**src/rtl/core/imurx_pkg.sv**
```systemverilog
// imurx_pkg: shared types and constants of the imu report frame receiver
// used by imurx_parser and imu_report_frame_receiver_unit, depends on nothing
package imurx_pkg;

    // largest payload length accepted in a frame
    localparam int MAX_PAYLOAD  = 32;
    // payload bytes kept for decoding
    localparam int STORE_DEPTH  = 18;
    localparam int STORE_IDX_W  = $clog2(STORE_DEPTH);
    // report payload lengths
    localparam int FULL_LEN     = 18;
    localparam int ATT_LEN      = 6;
    // frame position counter, holds up to MAX_PAYLOAD + 5
    localparam int COUNT_W      = $clog2(MAX_PAYLOAD + 6);
    localparam int CMP_W        = COUNT_W + 8;

    // frame position codes
    localparam logic [COUNT_W-1:0] CNT_HUNT    = COUNT_W'(0);
    localparam logic [COUNT_W-1:0] CNT_SYNC2   = COUNT_W'(1);
    localparam logic [COUNT_W-1:0] CNT_ID      = COUNT_W'(2);
    localparam logic [COUNT_W-1:0] CNT_CMD     = COUNT_W'(3);
    localparam logic [COUNT_W-1:0] CNT_LEN     = COUNT_W'(4);
    localparam logic [COUNT_W-1:0] CNT_PAYLOAD = COUNT_W'(5);

    // configuration register indexes
    localparam int CFG_IDX_W = 2;
    localparam logic [CFG_IDX_W-1:0] REG_SYNC_FIRST  = 2'd0;
    localparam logic [CFG_IDX_W-1:0] REG_SYNC_SECOND = 2'd1;
    localparam logic [CFG_IDX_W-1:0] REG_ACK_CODE    = 2'd2;
    localparam logic [CFG_IDX_W-1:0] REG_REPORT_CODE = 2'd3;

    // configuration reset values
    localparam logic [7:0] RST_SYNC_FIRST  = 8'hAA;
    localparam logic [7:0] RST_SYNC_SECOND = 8'h55;
    localparam logic [7:0] RST_ACK_CODE    = 8'h02;
    localparam logic [7:0] RST_REPORT_CODE = 8'h01;

    // result frame kinds
    typedef enum logic [2:0] {
        FK_ACK_MATCH    = 3'd0,
        FK_ACK_MISMATCH = 3'd1,
        FK_FULL_REPORT  = 3'd2,
        FK_ATT_REPORT   = 3'd3,
        FK_BAD_LENGTH   = 3'd4,
        FK_OTHER        = 3'd5
    } t_frame_kind;

    // configuration registers as seen by the parser
    typedef struct packed {
        logic [7:0] sync_first;
        logic [7:0] sync_second;
        logic [7:0] ack_code;
        logic [7:0] report_code;
    } t_cfg;

    // one decoded frame
    typedef struct packed {
        t_frame_kind        frame_kind;
        logic [7:0]         unit_id;
        logic [7:0]         command;
        logic signed [15:0] accel_x;
        logic signed [15:0] accel_y;
        logic signed [15:0] accel_z;
        logic signed [15:0] rate_x;
        logic signed [15:0] rate_y;
        logic signed [15:0] rate_z;
        logic signed [15:0] pitch;
        logic signed [15:0] roll;
        logic [15:0]        yaw_raw;
    } t_result;

endpackage

```
**src/rtl/core/imurx_parser.sv**
```systemverilog
// imurx_parser: frame state tracking, payload store and frame decode
// depends on imurx_pkg
module imurx_parser (
    input  logic             i_clk,
    input  logic             i_rst_n,
    input  logic             i_take,
    input  logic             i_kind,
    input  logic [7:0]       i_rx_byte,
    input  logic [7:0]       i_sent_cmd,
    input  imurx_pkg::t_cfg  i_cfg,
    output logic             o_res_valid,
    output imurx_pkg::t_result o_res
);

    logic [imurx_pkg::COUNT_W-1:0] r_byte_count, n_byte_count;
    logic [7:0] r_sum, n_sum;
    logic [7:0] r_dev_id, n_dev_id;
    logic [7:0] r_cmd, n_cmd;
    logic [7:0] r_len, n_len;
    logic [7:0] r_expected_ack, n_expected_ack;
    logic [7:0] r_store [imurx_pkg::STORE_DEPTH];
    logic       w_store_we;
    logic [imurx_pkg::COUNT_W-1:0] w_pos;
    logic [imurx_pkg::STORE_IDX_W-1:0] w_store_idx;

    assign w_pos       = r_byte_count - imurx_pkg::CNT_PAYLOAD;
    assign w_store_idx = w_pos[imurx_pkg::STORE_IDX_W-1:0];

    // next state for one accepted transaction
    always_comb begin
        n_byte_count   = r_byte_count;
        n_sum          = r_sum;
        n_dev_id       = r_dev_id;
        n_cmd          = r_cmd;
        n_len          = r_len;
        n_expected_ack = r_expected_ack;
        w_store_we     = 1'b0;
        o_res_valid    = 1'b0;
        if (i_take) begin
            if (i_kind) begin
                n_expected_ack = i_sent_cmd;
            end else begin
                case (r_byte_count)
                    imurx_pkg::CNT_HUNT: begin
                        if (i_rx_byte == i_cfg.sync_first) begin
                            n_byte_count = imurx_pkg::CNT_SYNC2;
                        end
                    end
                    imurx_pkg::CNT_SYNC2: begin
                        n_byte_count = (i_rx_byte == i_cfg.sync_second) ?
                                       imurx_pkg::CNT_ID : imurx_pkg::CNT_HUNT;
                    end
                    imurx_pkg::CNT_ID: begin
                        n_dev_id     = i_rx_byte;
                        n_sum        = i_rx_byte;
                        n_byte_count = imurx_pkg::CNT_CMD;
                    end
                    imurx_pkg::CNT_CMD: begin
                        n_cmd        = i_rx_byte;
                        n_sum        = r_sum + i_rx_byte;
                        n_byte_count = imurx_pkg::CNT_LEN;
                    end
                    imurx_pkg::CNT_LEN: begin
                        // oversize length restarts the hunt
                        if (i_rx_byte > 8'(imurx_pkg::MAX_PAYLOAD)) begin
                            n_byte_count = imurx_pkg::CNT_HUNT;
                        end else begin
                            n_len        = i_rx_byte;
                            n_sum        = r_sum + i_rx_byte;
                            n_byte_count = imurx_pkg::CNT_PAYLOAD;
                        end
                    end
                    default: begin
                        if (imurx_pkg::CMP_W'(w_pos) >= imurx_pkg::CMP_W'(r_len)) begin
                            // sum byte: a good frame gives a result
                            o_res_valid  = (i_rx_byte == r_sum);
                            n_byte_count = imurx_pkg::CNT_HUNT;
                        end else begin
                            w_store_we   = (imurx_pkg::CMP_W'(w_pos) <
                                            imurx_pkg::CMP_W'(imurx_pkg::STORE_DEPTH));
                            n_sum        = r_sum + i_rx_byte;
                            n_byte_count = r_byte_count + imurx_pkg::COUNT_W'(1);
                        end
                    end
                endcase
            end
        end
    end

    // decode of the held frame
    always_comb begin
        o_res            = '0;
        o_res.unit_id    = r_dev_id;
        o_res.command    = r_cmd;
        if (r_cmd == i_cfg.ack_code) begin
            o_res.frame_kind = (r_len != 8'd0 && r_store[0] == r_expected_ack) ?
                               imurx_pkg::FK_ACK_MATCH : imurx_pkg::FK_ACK_MISMATCH;
        end else if (r_cmd == i_cfg.report_code) begin
            if (r_len == 8'(imurx_pkg::FULL_LEN)) begin
                o_res.frame_kind = imurx_pkg::FK_FULL_REPORT;
                o_res.accel_x    = $signed({r_store[1],  r_store[0]});
                o_res.accel_y    = $signed({r_store[3],  r_store[2]});
                o_res.accel_z    = $signed({r_store[5],  r_store[4]});
                o_res.rate_x     = $signed({r_store[7],  r_store[6]});
                o_res.rate_y     = $signed({r_store[9],  r_store[8]});
                o_res.rate_z     = $signed({r_store[11], r_store[10]});
                o_res.pitch      = $signed({r_store[13], r_store[12]});
                o_res.roll       = $signed({r_store[15], r_store[14]});
                o_res.yaw_raw    = {r_store[17], r_store[16]};
            end else if (r_len == 8'(imurx_pkg::ATT_LEN)) begin
                o_res.frame_kind = imurx_pkg::FK_ATT_REPORT;
                o_res.yaw_raw    = {r_store[1], r_store[0]};
                o_res.pitch      = $signed({r_store[3], r_store[2]});
                o_res.roll       = $signed({r_store[5], r_store[4]});
            end else begin
                o_res.frame_kind = imurx_pkg::FK_BAD_LENGTH;
            end
        end else begin
            o_res.frame_kind = imurx_pkg::FK_OTHER;
        end
    end

    // frame state registers
    always_ff @(posedge i_clk) begin
        if (!i_rst_n) begin
            r_byte_count   <= imurx_pkg::CNT_HUNT;
            r_sum          <= '0;
            r_dev_id       <= '0;
            r_cmd          <= '0;
            r_len          <= '0;
            r_expected_ack <= '0;
        end else begin
            r_byte_count   <= n_byte_count;
            r_sum          <= n_sum;
            r_dev_id       <= n_dev_id;
            r_cmd          <= n_cmd;
            r_len          <= n_len;
            r_expected_ack <= n_expected_ack;
        end
    end

    // payload store, no reset
    always_ff @(posedge i_clk) begin
        if (w_store_we) begin
            r_store[w_store_idx] <= i_rx_byte;
        end
    end

endmodule

```
**src/rtl/core/imu_report_frame_receiver_unit.sv**
```systemverilog
// imu_report_frame_receiver_unit: top level of the imu report frame receiver
// depends on imurx_pkg and imurx_parser
//
// usage:
//   input channel (i_in_valid / o_in_stall) carries one transaction per byte:
//   i_kind 0 is a received serial byte in i_rx_byte, i_kind 1 records the
//   command just transmitted in i_sent_cmd
//   output channel (o_out_valid / i_out_stall) gives one decoded frame per
//   good frame; bad sums and oversize lengths are dropped without a result
//   config channel (i_cfg_valid / o_cfg_ready) writes sync bytes and command
//   codes; ready is always high, write only while the block is idle
// timing:
//   one input transaction per cycle while o_in_stall is low; a frame result is
//   registered, shown the cycle after its sum byte unless a stalled result
//   holds the output; two entries (result register plus skid) let input go
//   on while a result waits; o_in_stall rises only when both entries are full
// reset:
//   synchronous active low; hunting for sync, registers at default values,
//   no result pending
module imu_report_frame_receiver_unit (
    input  logic                           i_clk,
    input  logic                           i_rst_n,
    // input channel
    input  logic                           i_in_valid,
    output logic                           o_in_stall,
    input  logic                           i_kind,
    input  logic [7:0]                     i_rx_byte,
    input  logic [7:0]                     i_sent_cmd,
    // config channel
    input  logic                           i_cfg_valid,
    output logic                           o_cfg_ready,
    input  logic [imurx_pkg::CFG_IDX_W-1:0] i_cfg_index,
    input  logic [7:0]                     i_cfg_data,
    // output channel
    output logic                           o_out_valid,
    input  logic                           i_out_stall,
    output logic [2:0]                     o_frame_kind,
    output logic [7:0]                     o_unit_id,
    output logic [7:0]                     o_command,
    output logic signed [15:0]             o_accel_x,
    output logic signed [15:0]             o_accel_y,
    output logic signed [15:0]             o_accel_z,
    output logic signed [15:0]             o_rate_x,
    output logic signed [15:0]             o_rate_y,
    output logic signed [15:0]             o_rate_z,
    output logic signed [15:0]             o_pitch,
    output logic signed [15:0]             o_roll,
    output logic [15:0]                    o_yaw_raw
);

    imurx_pkg::t_cfg    r_cfg;
    imurx_pkg::t_result w_res;
    imurx_pkg::t_result r_out, r_skid;
    logic               w_res_valid;
    logic               w_take;
    logic               w_out_fire;
    logic               r_out_valid, r_skid_valid;

    assign o_cfg_ready = 1'b1;
    assign o_in_stall  = r_skid_valid;
    assign w_take      = i_in_valid && !r_skid_valid;
    assign w_out_fire  = r_out_valid && !i_out_stall;

    // configuration registers
    always_ff @(posedge i_clk) begin
        if (!i_rst_n) begin
            r_cfg.sync_first  <= imurx_pkg::RST_SYNC_FIRST;
            r_cfg.sync_second <= imurx_pkg::RST_SYNC_SECOND;
            r_cfg.ack_code    <= imurx_pkg::RST_ACK_CODE;
            r_cfg.report_code <= imurx_pkg::RST_REPORT_CODE;
        end else if (i_cfg_valid) begin
            case (i_cfg_index)
                imurx_pkg::REG_SYNC_FIRST:  r_cfg.sync_first  <= i_cfg_data;
                imurx_pkg::REG_SYNC_SECOND: r_cfg.sync_second <= i_cfg_data;
                imurx_pkg::REG_ACK_CODE:    r_cfg.ack_code    <= i_cfg_data;
                imurx_pkg::REG_REPORT_CODE: r_cfg.report_code <= i_cfg_data;
                default: begin
                end
            endcase
        end
    end

    // frame parser and decoder
    imurx_parser u_parser (
        .i_clk      (i_clk),
        .i_rst_n    (i_rst_n),
        .i_take     (w_take),
        .i_kind     (i_kind),
        .i_rx_byte  (i_rx_byte),
        .i_sent_cmd (i_sent_cmd),
        .i_cfg      (r_cfg),
        .o_res_valid(w_res_valid),
        .o_res      (w_res)
    );

    // output and skid valid flags
    always_ff @(posedge i_clk) begin
        if (!i_rst_n) begin
            r_out_valid  <= 1'b0;
            r_skid_valid <= 1'b0;
        end else if (r_skid_valid) begin
            if (w_out_fire) begin
                r_skid_valid <= 1'b0;
            end
        end else if (w_res_valid) begin
            if (r_out_valid && !w_out_fire) begin
                r_skid_valid <= 1'b1;
            end else begin
                r_out_valid  <= 1'b1;
            end
        end else if (w_out_fire) begin
            r_out_valid <= 1'b0;
        end
    end

    // output and skid payload
    always_ff @(posedge i_clk) begin
        if (r_skid_valid) begin
            if (w_out_fire) begin
                r_out <= r_skid;
            end
        end else if (w_res_valid) begin
            if (r_out_valid && !w_out_fire) begin
                r_skid <= w_res;
            end else begin
                r_out  <= w_res;
            end
        end
    end

    assign o_out_valid  = r_out_valid;
    assign o_frame_kind = r_out.frame_kind;
    assign o_unit_id    = r_out.unit_id;
    assign o_command    = r_out.command;
    assign o_accel_x    = r_out.accel_x;
    assign o_accel_y    = r_out.accel_y;
    assign o_accel_z    = r_out.accel_z;
    assign o_rate_x     = r_out.rate_x;
    assign o_rate_y     = r_out.rate_y;
    assign o_rate_z     = r_out.rate_z;
    assign o_pitch      = r_out.pitch;
    assign o_roll       = r_out.roll;
    assign o_yaw_raw    = r_out.yaw_raw;

    // skid entry only exists behind a full output register
    a_skid_behind_out: assert property (@(posedge i_clk) disable iff (!i_rst_n)
        r_skid_valid |-> r_out_valid)
        else $error("skid holds a result while the output register is empty");

    // a result arriving at a stalled full output lands in the skid
    a_no_lost_result: assert property (@(posedge i_clk) disable iff (!i_rst_n)
        (r_out_valid && i_out_stall && w_res_valid && !r_skid_valid) |=> r_skid_valid)
        else $error("result dropped at a stalled output");

    // skid entry stays while the output is stalled
    a_skid_holds: assert property (@(posedge i_clk) disable iff (!i_rst_n)
        (r_skid_valid && i_out_stall) |=> r_skid_valid)
        else $error("skid entry lost while output stalled");

endmodule
```
**config.mk**
```make
export PLATFORM = sky130hd
export DESIGN_NAME = imu_report_frame_receiver_unit
export DESIGN_NICKNAME = d
export VERILOG_FILES = /design/src/rtl/core/imurx_pkg.sv /design/src/rtl/core/imurx_parser.sv /design/src/rtl/core/imu_report_frame_receiver_unit.sv
export SDC_FILE = /design/constraint.sdc
export NUM_CORES = 1
export LEC_CHECK = 0
export BUFFER_PORTS_ARGS = -buffer_cell sky130_fd_sc_hd__buf_4
export CAP_MARGIN = 5
export CORE_MARGIN = 2
export CORE_UTILIZATION = 58
export CTS_CLUSTER_DIAMETER = 150
export DETAILED_ROUTE_END_ITERATION = 10
export GPL_ROUTABILITY_DRIVEN = 0
export HOLD_SLACK_MARGIN = 0.15
export PLACE_DENSITY_LB_ADDON = 0.25
export SLEW_MARGIN = 20
export SYNTH_ARGS = -nofsm -noshare
export SYNTH_HDL_FRONTEND = slang
export SYNTH_SLANG_ARGS = --single-unit
export TNS_END_PERCENT = 100
```
**constraint.sdc**
```tcl
create_clock -name i_clk -period 13.16 [get_ports i_clk]
set_input_delay 0.658 -clock i_clk [delete_from_list [all_inputs] [get_ports i_clk]]
set_output_delay 0.658 -clock i_clk [all_outputs]
set_load 0.02 [all_outputs]
```
==> qor.yml, run 1 <==
ant_nets: 0
cp.required_ns: 13.36
num_vias: 12442
initial_core_util_pct: 58.50
synth_ff_type: "edfxtp_1"
synth_area_leaders: "edfxtp_1, dfxtp_1, mux2_2"
critPathBufInv: 5
path_clk_slew_ns: 0.06
async_flop_share_pct: 0
yosys_warnings: 0
port_buffers: 196
fp.dieW_um: 198.2
cpMostUsedCell: "inv_1"
slew_headroom_pct: 24.76
hold_viol: 0
period_needed_ns: 5.757
drt_iter0_markers: 910
synth_fp_nets: 1516
yosysMostFrequentCell: "edfxtp_1"
path_max_fanout: 84
ios: 198
grt_max_degree: 208
antenna-diode-count: 0
rows: 71
grt_pass1_vias: 11978
critPathSlowestCell: "buf_4"
drcViolationCount: 0
hold_slack_ns: 0.3186
insertion_delay_ns: 0.59
hold_buffers: 0
synth.largest_area_cell: "edfxtp_1"
cts-resized-gates: 0
hold_class: "in -> reg"
yosys-top-cells-count: "edfxtp_1, mux2_2, nor2_1"
timing_worst_setup_path_type: "reg -> reg"
cp-start-kind: "flop"
synth_top_area_share_pct: 64.51
maxClockFrequency_mhz: 173.7
crit_family: "buffers and inverters"
worst_pin_slew_ns: 1.129
grt_setup_unrepaired: "no"
drive_gt1_share_pct: 24.81
fin_nets: 1694
max_stage_delay_ns: 0.85
grtUsageTotal_pct: 22.85
grt_pass1_wl_um: 68420
overflow: 0
clockBufferDepth: 3
path_cells: "inv_1, ha_1, inv_1, a21oi_1, xnor2_1, inv_1, ha_1, o21ai_0, a2111oi_0, nand2_1, nor4_1, and2_4, buf_4, buf_4"
setup_violations: 0
root_buffer: "clkbuf_16"
synth.distinct_cells: 57
ys_seq_area_share_pct: 71.83
fin_setup_tns_ns: 0
die_area_mm2: 0.03929
cts_tree: "built"
vias_per_cell: 5.666
drt_first_pass_iters: 5
syn-cell-area_mm2: 0.02188
status: "finished, final reports clean"
crit_path_end_kind: "flop"
syn_area_per_cell_um2: 14.94
cp.arrival_ns: 5.96
final.setup_skew_ns: 0.01402
power_density_mw_per_mm2: 133.1
coreArea_mm2: 0.03740
drv_slew: 0
hpwl_um: 27460
numCtsBuffers: 53
h-tree-depth: 2
die_h_um: 198.2
syn2layout_area_growth_pct: 16.20
post_cts_buffers: 0
synthCells: 1464
max_cap_viol_count: 0
antenna_found_initial: 0
min_period_over_period_pct: 43.75
clock_sinks: 550
synth_edf_count: 470
wirelength_um: 44410
p_leak_nw: 9.150
ir_drop_v: 0.00009888
synth-seq-cells: 550
wl_per_cell_um: 20.22
## registers in the layout, indices dropped and copies added (netlist names), 16 cells and up
register and flops:
o_rate_y 16, o_yaw_raw 16, u_parser.r_store 144, o_roll 16, r_skid 163, o_accel_x 16, o_pitch 16, o_accel_y 16
o_accel_z 16, o_rate_x 16, o_rate_z 16, r_cfg 32
## worst paths after layout
check	from	endpoint	slack, ns	cells after the start
worst min-delay path	i_sent_cmd[6]	u_parser.r_expected_ack[6]	0.32	3
worst max register to register	u_parser.r_byte_count[0]	r_skid[71]	7.40	14
worst max-delay path	u_parser.r_byte_count[0]	r_skid[71]	7.40	14
worst min register to register	u_parser.r_dev_id[7]	r_skid[159]	0.46	0
## tightest hold or removal path: cells and delay by family
kind | cells | cell delay, ns
buffers and inverters | 1 | 0.08
multiplexers | 1 | 0.05
AND/OR/NAND/NOR | 1 | 0.07
## cell type report
class	count	area, um2
Clock buffer	76	1463
Fill cell	2583	11980
Sequential cell	550	15720
Timing Repair Buffer	207	1570
Clock inverter	22	196.4
Inverter	17	65.06
Tap cell	511	639.4
Multi-Input combinational cell	813	5769
## kinds of logic (layout without fill, tap and decap cells)
logic type / count (synthesis) / in the layout / synth area share (%)
DFF: 550 / 550 / 71.83
and+or+nand+nor: 407 / 407 / 9.208
muxes: 173 / 173 / 8.619
AOI/OAI and AO/OA: 164 / 164 / 5.285
buffers and inverters: 101 / 322 / 1.939
xor gates and xnor gates: 48 / 48 / 1.922
adders and majority gates: 20 / 20 / 1.178
other: 1 / 1 / 0.01714
## power breakdown
group	total, mW	internal [mW]	leakage [nW]	switching (mW)
clock network	1.44	0.831	0.809	0.613
registers	1.88	1.88	4.93	0.00328
logic	0.0599	0.0194	3.41	0.0405
## per-stage QoR
stage / setup slack (ns) / util (%) / power, mW / instances / cell area [um2]
finish: 7.403 / 67.97 / 3.383 / 2196 / 25420
floorplan: 1.934 / - / 1.947 / 1464 / 21880
global placement: 7.629 / 63.52 / 1.974 / 2098 / 23760
global route: 6.856 / 67.97 / 3.484 / 2196 / 25420
CTS: 7.357 / 67.96 / 3.409 / 2196 / 25420
detailed placement: 7.377 / 63.52 / 1.976 / 2098 / 23760
## layout by cell type, fill, tap and decap left out, types with 26 or more instances in the layout
cell type	Yosys	routed
a21oi_1	28	28
a22oi_1	39	39
and2_1	100	99
buf_4	8	205
clkbuf_16	0	53
dfxtp_1	80	79
edfxtp_1	470	470
mux2_2	123	123
mux2i_1	50	50
nand2_1	113	113
nor2_1	114	114
o31ai_1	41	41
xor2_1	26	26
## per-layer routing
metal	track usage (%)	part of all wire [%]
met5	0	0
met4	8.159	2.8
met3	3.901	5.4
met2	36.10	48
met1	32.32	44
(Power assumes the default switching activity.)
==> run 2, diff against run 1 <==
- clock period: 13.16 -> 5.4 ns (I/O delays scaled with it)
==> run 2 against run 1 <==
Net effect:
- worst setup slack worse by 6.2 ns
- register-to-register slack worse by 6.2 ns
- die area unchanged
- total power up 140%
- fmax up 37%
- via count up 0.92%
- clock-buffer cell count down 1
- final area up 1.2%
- combinational power rose to 2.8 times the previous value
- core utilization up 0.83 points
- wire length up 2.1%
- cell count up 1.3%
- largest power group unchanged
- highest routed layer unchanged
==> qor.yml, run 2 (synthesis gave the netlist of run 1 again) <==
die_area_mm2: 0.03929  # unchanged
num_vias: 12556  # +0.92%
hold_class: "in -> reg"
cts_tree: "built"
fillers: 2544  # -1.5%
cp-start-kind: "flop"
switchingPower_mw: 1.616  # +150%
status: "finished, final reports clean"
antenna_found_initial: 0  # unchanged
coreArea_mm2: 0.03740  # unchanged
cp.required_ns: 5.62  # -7.74 ns
fp.dieW_um: 198.2  # unchanged
grtUsageTotal_pct: 22.93  # +0.074 points
p_sw_share_pct: 19.63  # +0.22 points
critPathSlowestCell: "nor2_1"
max_cap_viol_count: 0  # unchanged
slew_headroom_pct: 33.87  # +9.1 points
drv_slew: 0  # unchanged
syn2layout_area_growth_pct: 17.61
min_period_over_period_pct: 77.62  # +34 points
top_register: "r_skid"
combPwrFrac_pct: 2.0  # +0.2 points
crit_path_end_kind: "flop"
worst_slack_ns: 1.208  # -6.195 ns
cts-resized-gates: 0  # unchanged
power_density_mw_per_mm2: 319.9  # +140%
worst_pin_slew_ns: 0.9919  # -0.1368 ns
clock_sinks: 550  # unchanged
drcViolationCount: 0  # unchanged
overflow: 0  # unchanged
hold_slack_ns: 0.1712  # -0.1473 ns
hpwl_um: 27510  # +0.16%
drive_gt1_share_pct: 24.85  # +0.047 points
final.setup_skew_ns: 0.02410  # +0.01008 ns
p_leak_nw: 9.274  # +1.4%
path_cells: "inv_1, ha_4, inv_1, a21oi_1, xnor2_1, inv_1, ha_1, a2111oi_0, o21ai_0, nand2_1, nor4b_2, nand2_1, nor2_1"
finalNonFillerCells: 2225  # +1.3%
insertion_delay_ns: 0.59  # about the same
numCtsBuffers: 52  # -1.9%
fin_nets: 1724  # +1.8%
root_buffer: "clkbuf_16"
internal-power_mw: 6.616  # +140%
largest_reg_flops: 163  # unchanged
period_needed_ns: 4.192  # -1.565 ns
power_frac_seq_pct: 55.6  # about the same
dr_wl_met3_um: 2489  # +3.4%
ant_nets: 0  # unchanged
clkPwrFrac_pct: 42.4  # -0.3 points
timing_worst_setup_path_type: "reg -> reg"
final_common_cell: "edfxtp_1"
antenna-diode-count: 0  # unchanged
final_core_util_pct: 68.80  # +0.83 points
die_h_um: 198.2  # unchanged
rows: 71  # unchanged
drt_iter0_markers: 1018  # +12%
hold_buffers: 27  # +27
placed_cells: 2100  # +0.095%
max_stage_delay_ns: 0.71  # -0.14 ns
reg.largest.list: "r_skid x163, u_parser.r_store x144, r_cfg x32"
maxClockFrequency_mhz: 238.6  # +37%
hold_viol: 0  # unchanged
path_max_fanout: 11  # -87%
port_buffers: 196  # unchanged
finalInstanceArea_mm2: 0.02573  # +1.2%
post_cts_buffers: 0  # unchanged
ir_drop_v: 0.0002736  # +180%
h-tree-depth: 2  # unchanged
wl_per_cell_um: 20.38  # +0.76%
fin_total_pwr_mw: 8.232  # +140%
vias_per_cell: 5.643  # -0.40%
placed_area_mm2: 0.02381  # +0.22%
wirelength_um: 45340  # +2.1%
cpMostUsedCell: "inv_1"
ios: 198  # unchanged
final_cell_mix: "edfxtp_1, buf_4, mux2_2, nor2_1, nand2_1"
grt_max_degree: 94  # -55%
met1_length_um: 20190  # +4.1%
grt_setup_unrepaired: "no"
grt_pass1_wl_um: 68750  # +0.48%
path_clk_slew_ns: 0.07  # about the same
cp.arrival_ns: 4.41  # -1.55 ns
initial_core_util_pct: 58.50  # unchanged
setup_violations: 0  # unchanged
highest_layer: "met4"
dr_wl_met2_um: 21710  # +1.6%
clockBufferDepth: 3  # unchanged
fin_setup_tns_ns: 0  # unchanged
pre_cts_ws_ns: 1.248  # -6.129 ns
drt_first_pass_iters: 5  # unchanged
grt_pass1_vias: 12202  # +1.9%
[run 2: power by group through the flow]
| stage | Sequential [mW] | Clock [mW] | Combinational, mW |
|---|---|---|---|
| final | 4.58 | 3.49 | 0.166 |
| after detailed placement | 4.67 | 0 | 0.148 |
| after global routing | 4.58 | 3.69 | 0.179 |
| after CTS | 4.58 | 3.54 | 0.164 |
| after floorplan | 4.67 | 0 | 0.0775 |
| after global placement | 4.67 | 0 | 0.146 |
[run 2: routing by layer]
| layer | global-route usage, % | vias to the layer above |
|---|---|---|
| met5 | 0 | - |
| met4 | 6.349 | 0 |
| met3 | 4.122 | 76 |
| met2 | 36.28 | 363 |
| met1 | 32.98 | 6263 |
| li1 | - | 5854 |
[run 2: critical path: cells and delay by family (launching register included)]
kind	cells	cell delay, ns
XOR/XNOR	1	0.37
adder cells (fa/ha/maj)	2	0.43
buffers and inverters	3	0.30
flip-flops	1	0.41
AND/OR/NAND/NOR	4	1.68
AO/OA/AOI/OAI	3	0.62
[run 2: worst paths after layout]
kind | start | endpoint | cells after the start | slack, ns
worst min register to register | u_parser.r_dev_id[3] | r_skid[155] | 0 | 0.46
worst max register to register | u_parser.r_byte_count[0] | u_parser.r_store[8][0] | 13 | 1.21
worst min-delay path | i_rx_byte[7] | u_parser.r_store[8][7] | 1 | 0.17
worst max-delay path | u_parser.r_byte_count[0] | u_parser.r_store[8][0] | 13 | 1.21
[run 2: cell type report]
cell class,instances,area [um2],area share (%)
clock buffers,75,1469,5.709
well taps,511,639.4,2.485
flip-flops and latches,550,15720,61.11
repair buffers,238,1884,7.323
clock inverters,21,161.4,0.6273
multi-input cells,813,5788,22.49
inverters,17,65.06,0.2529
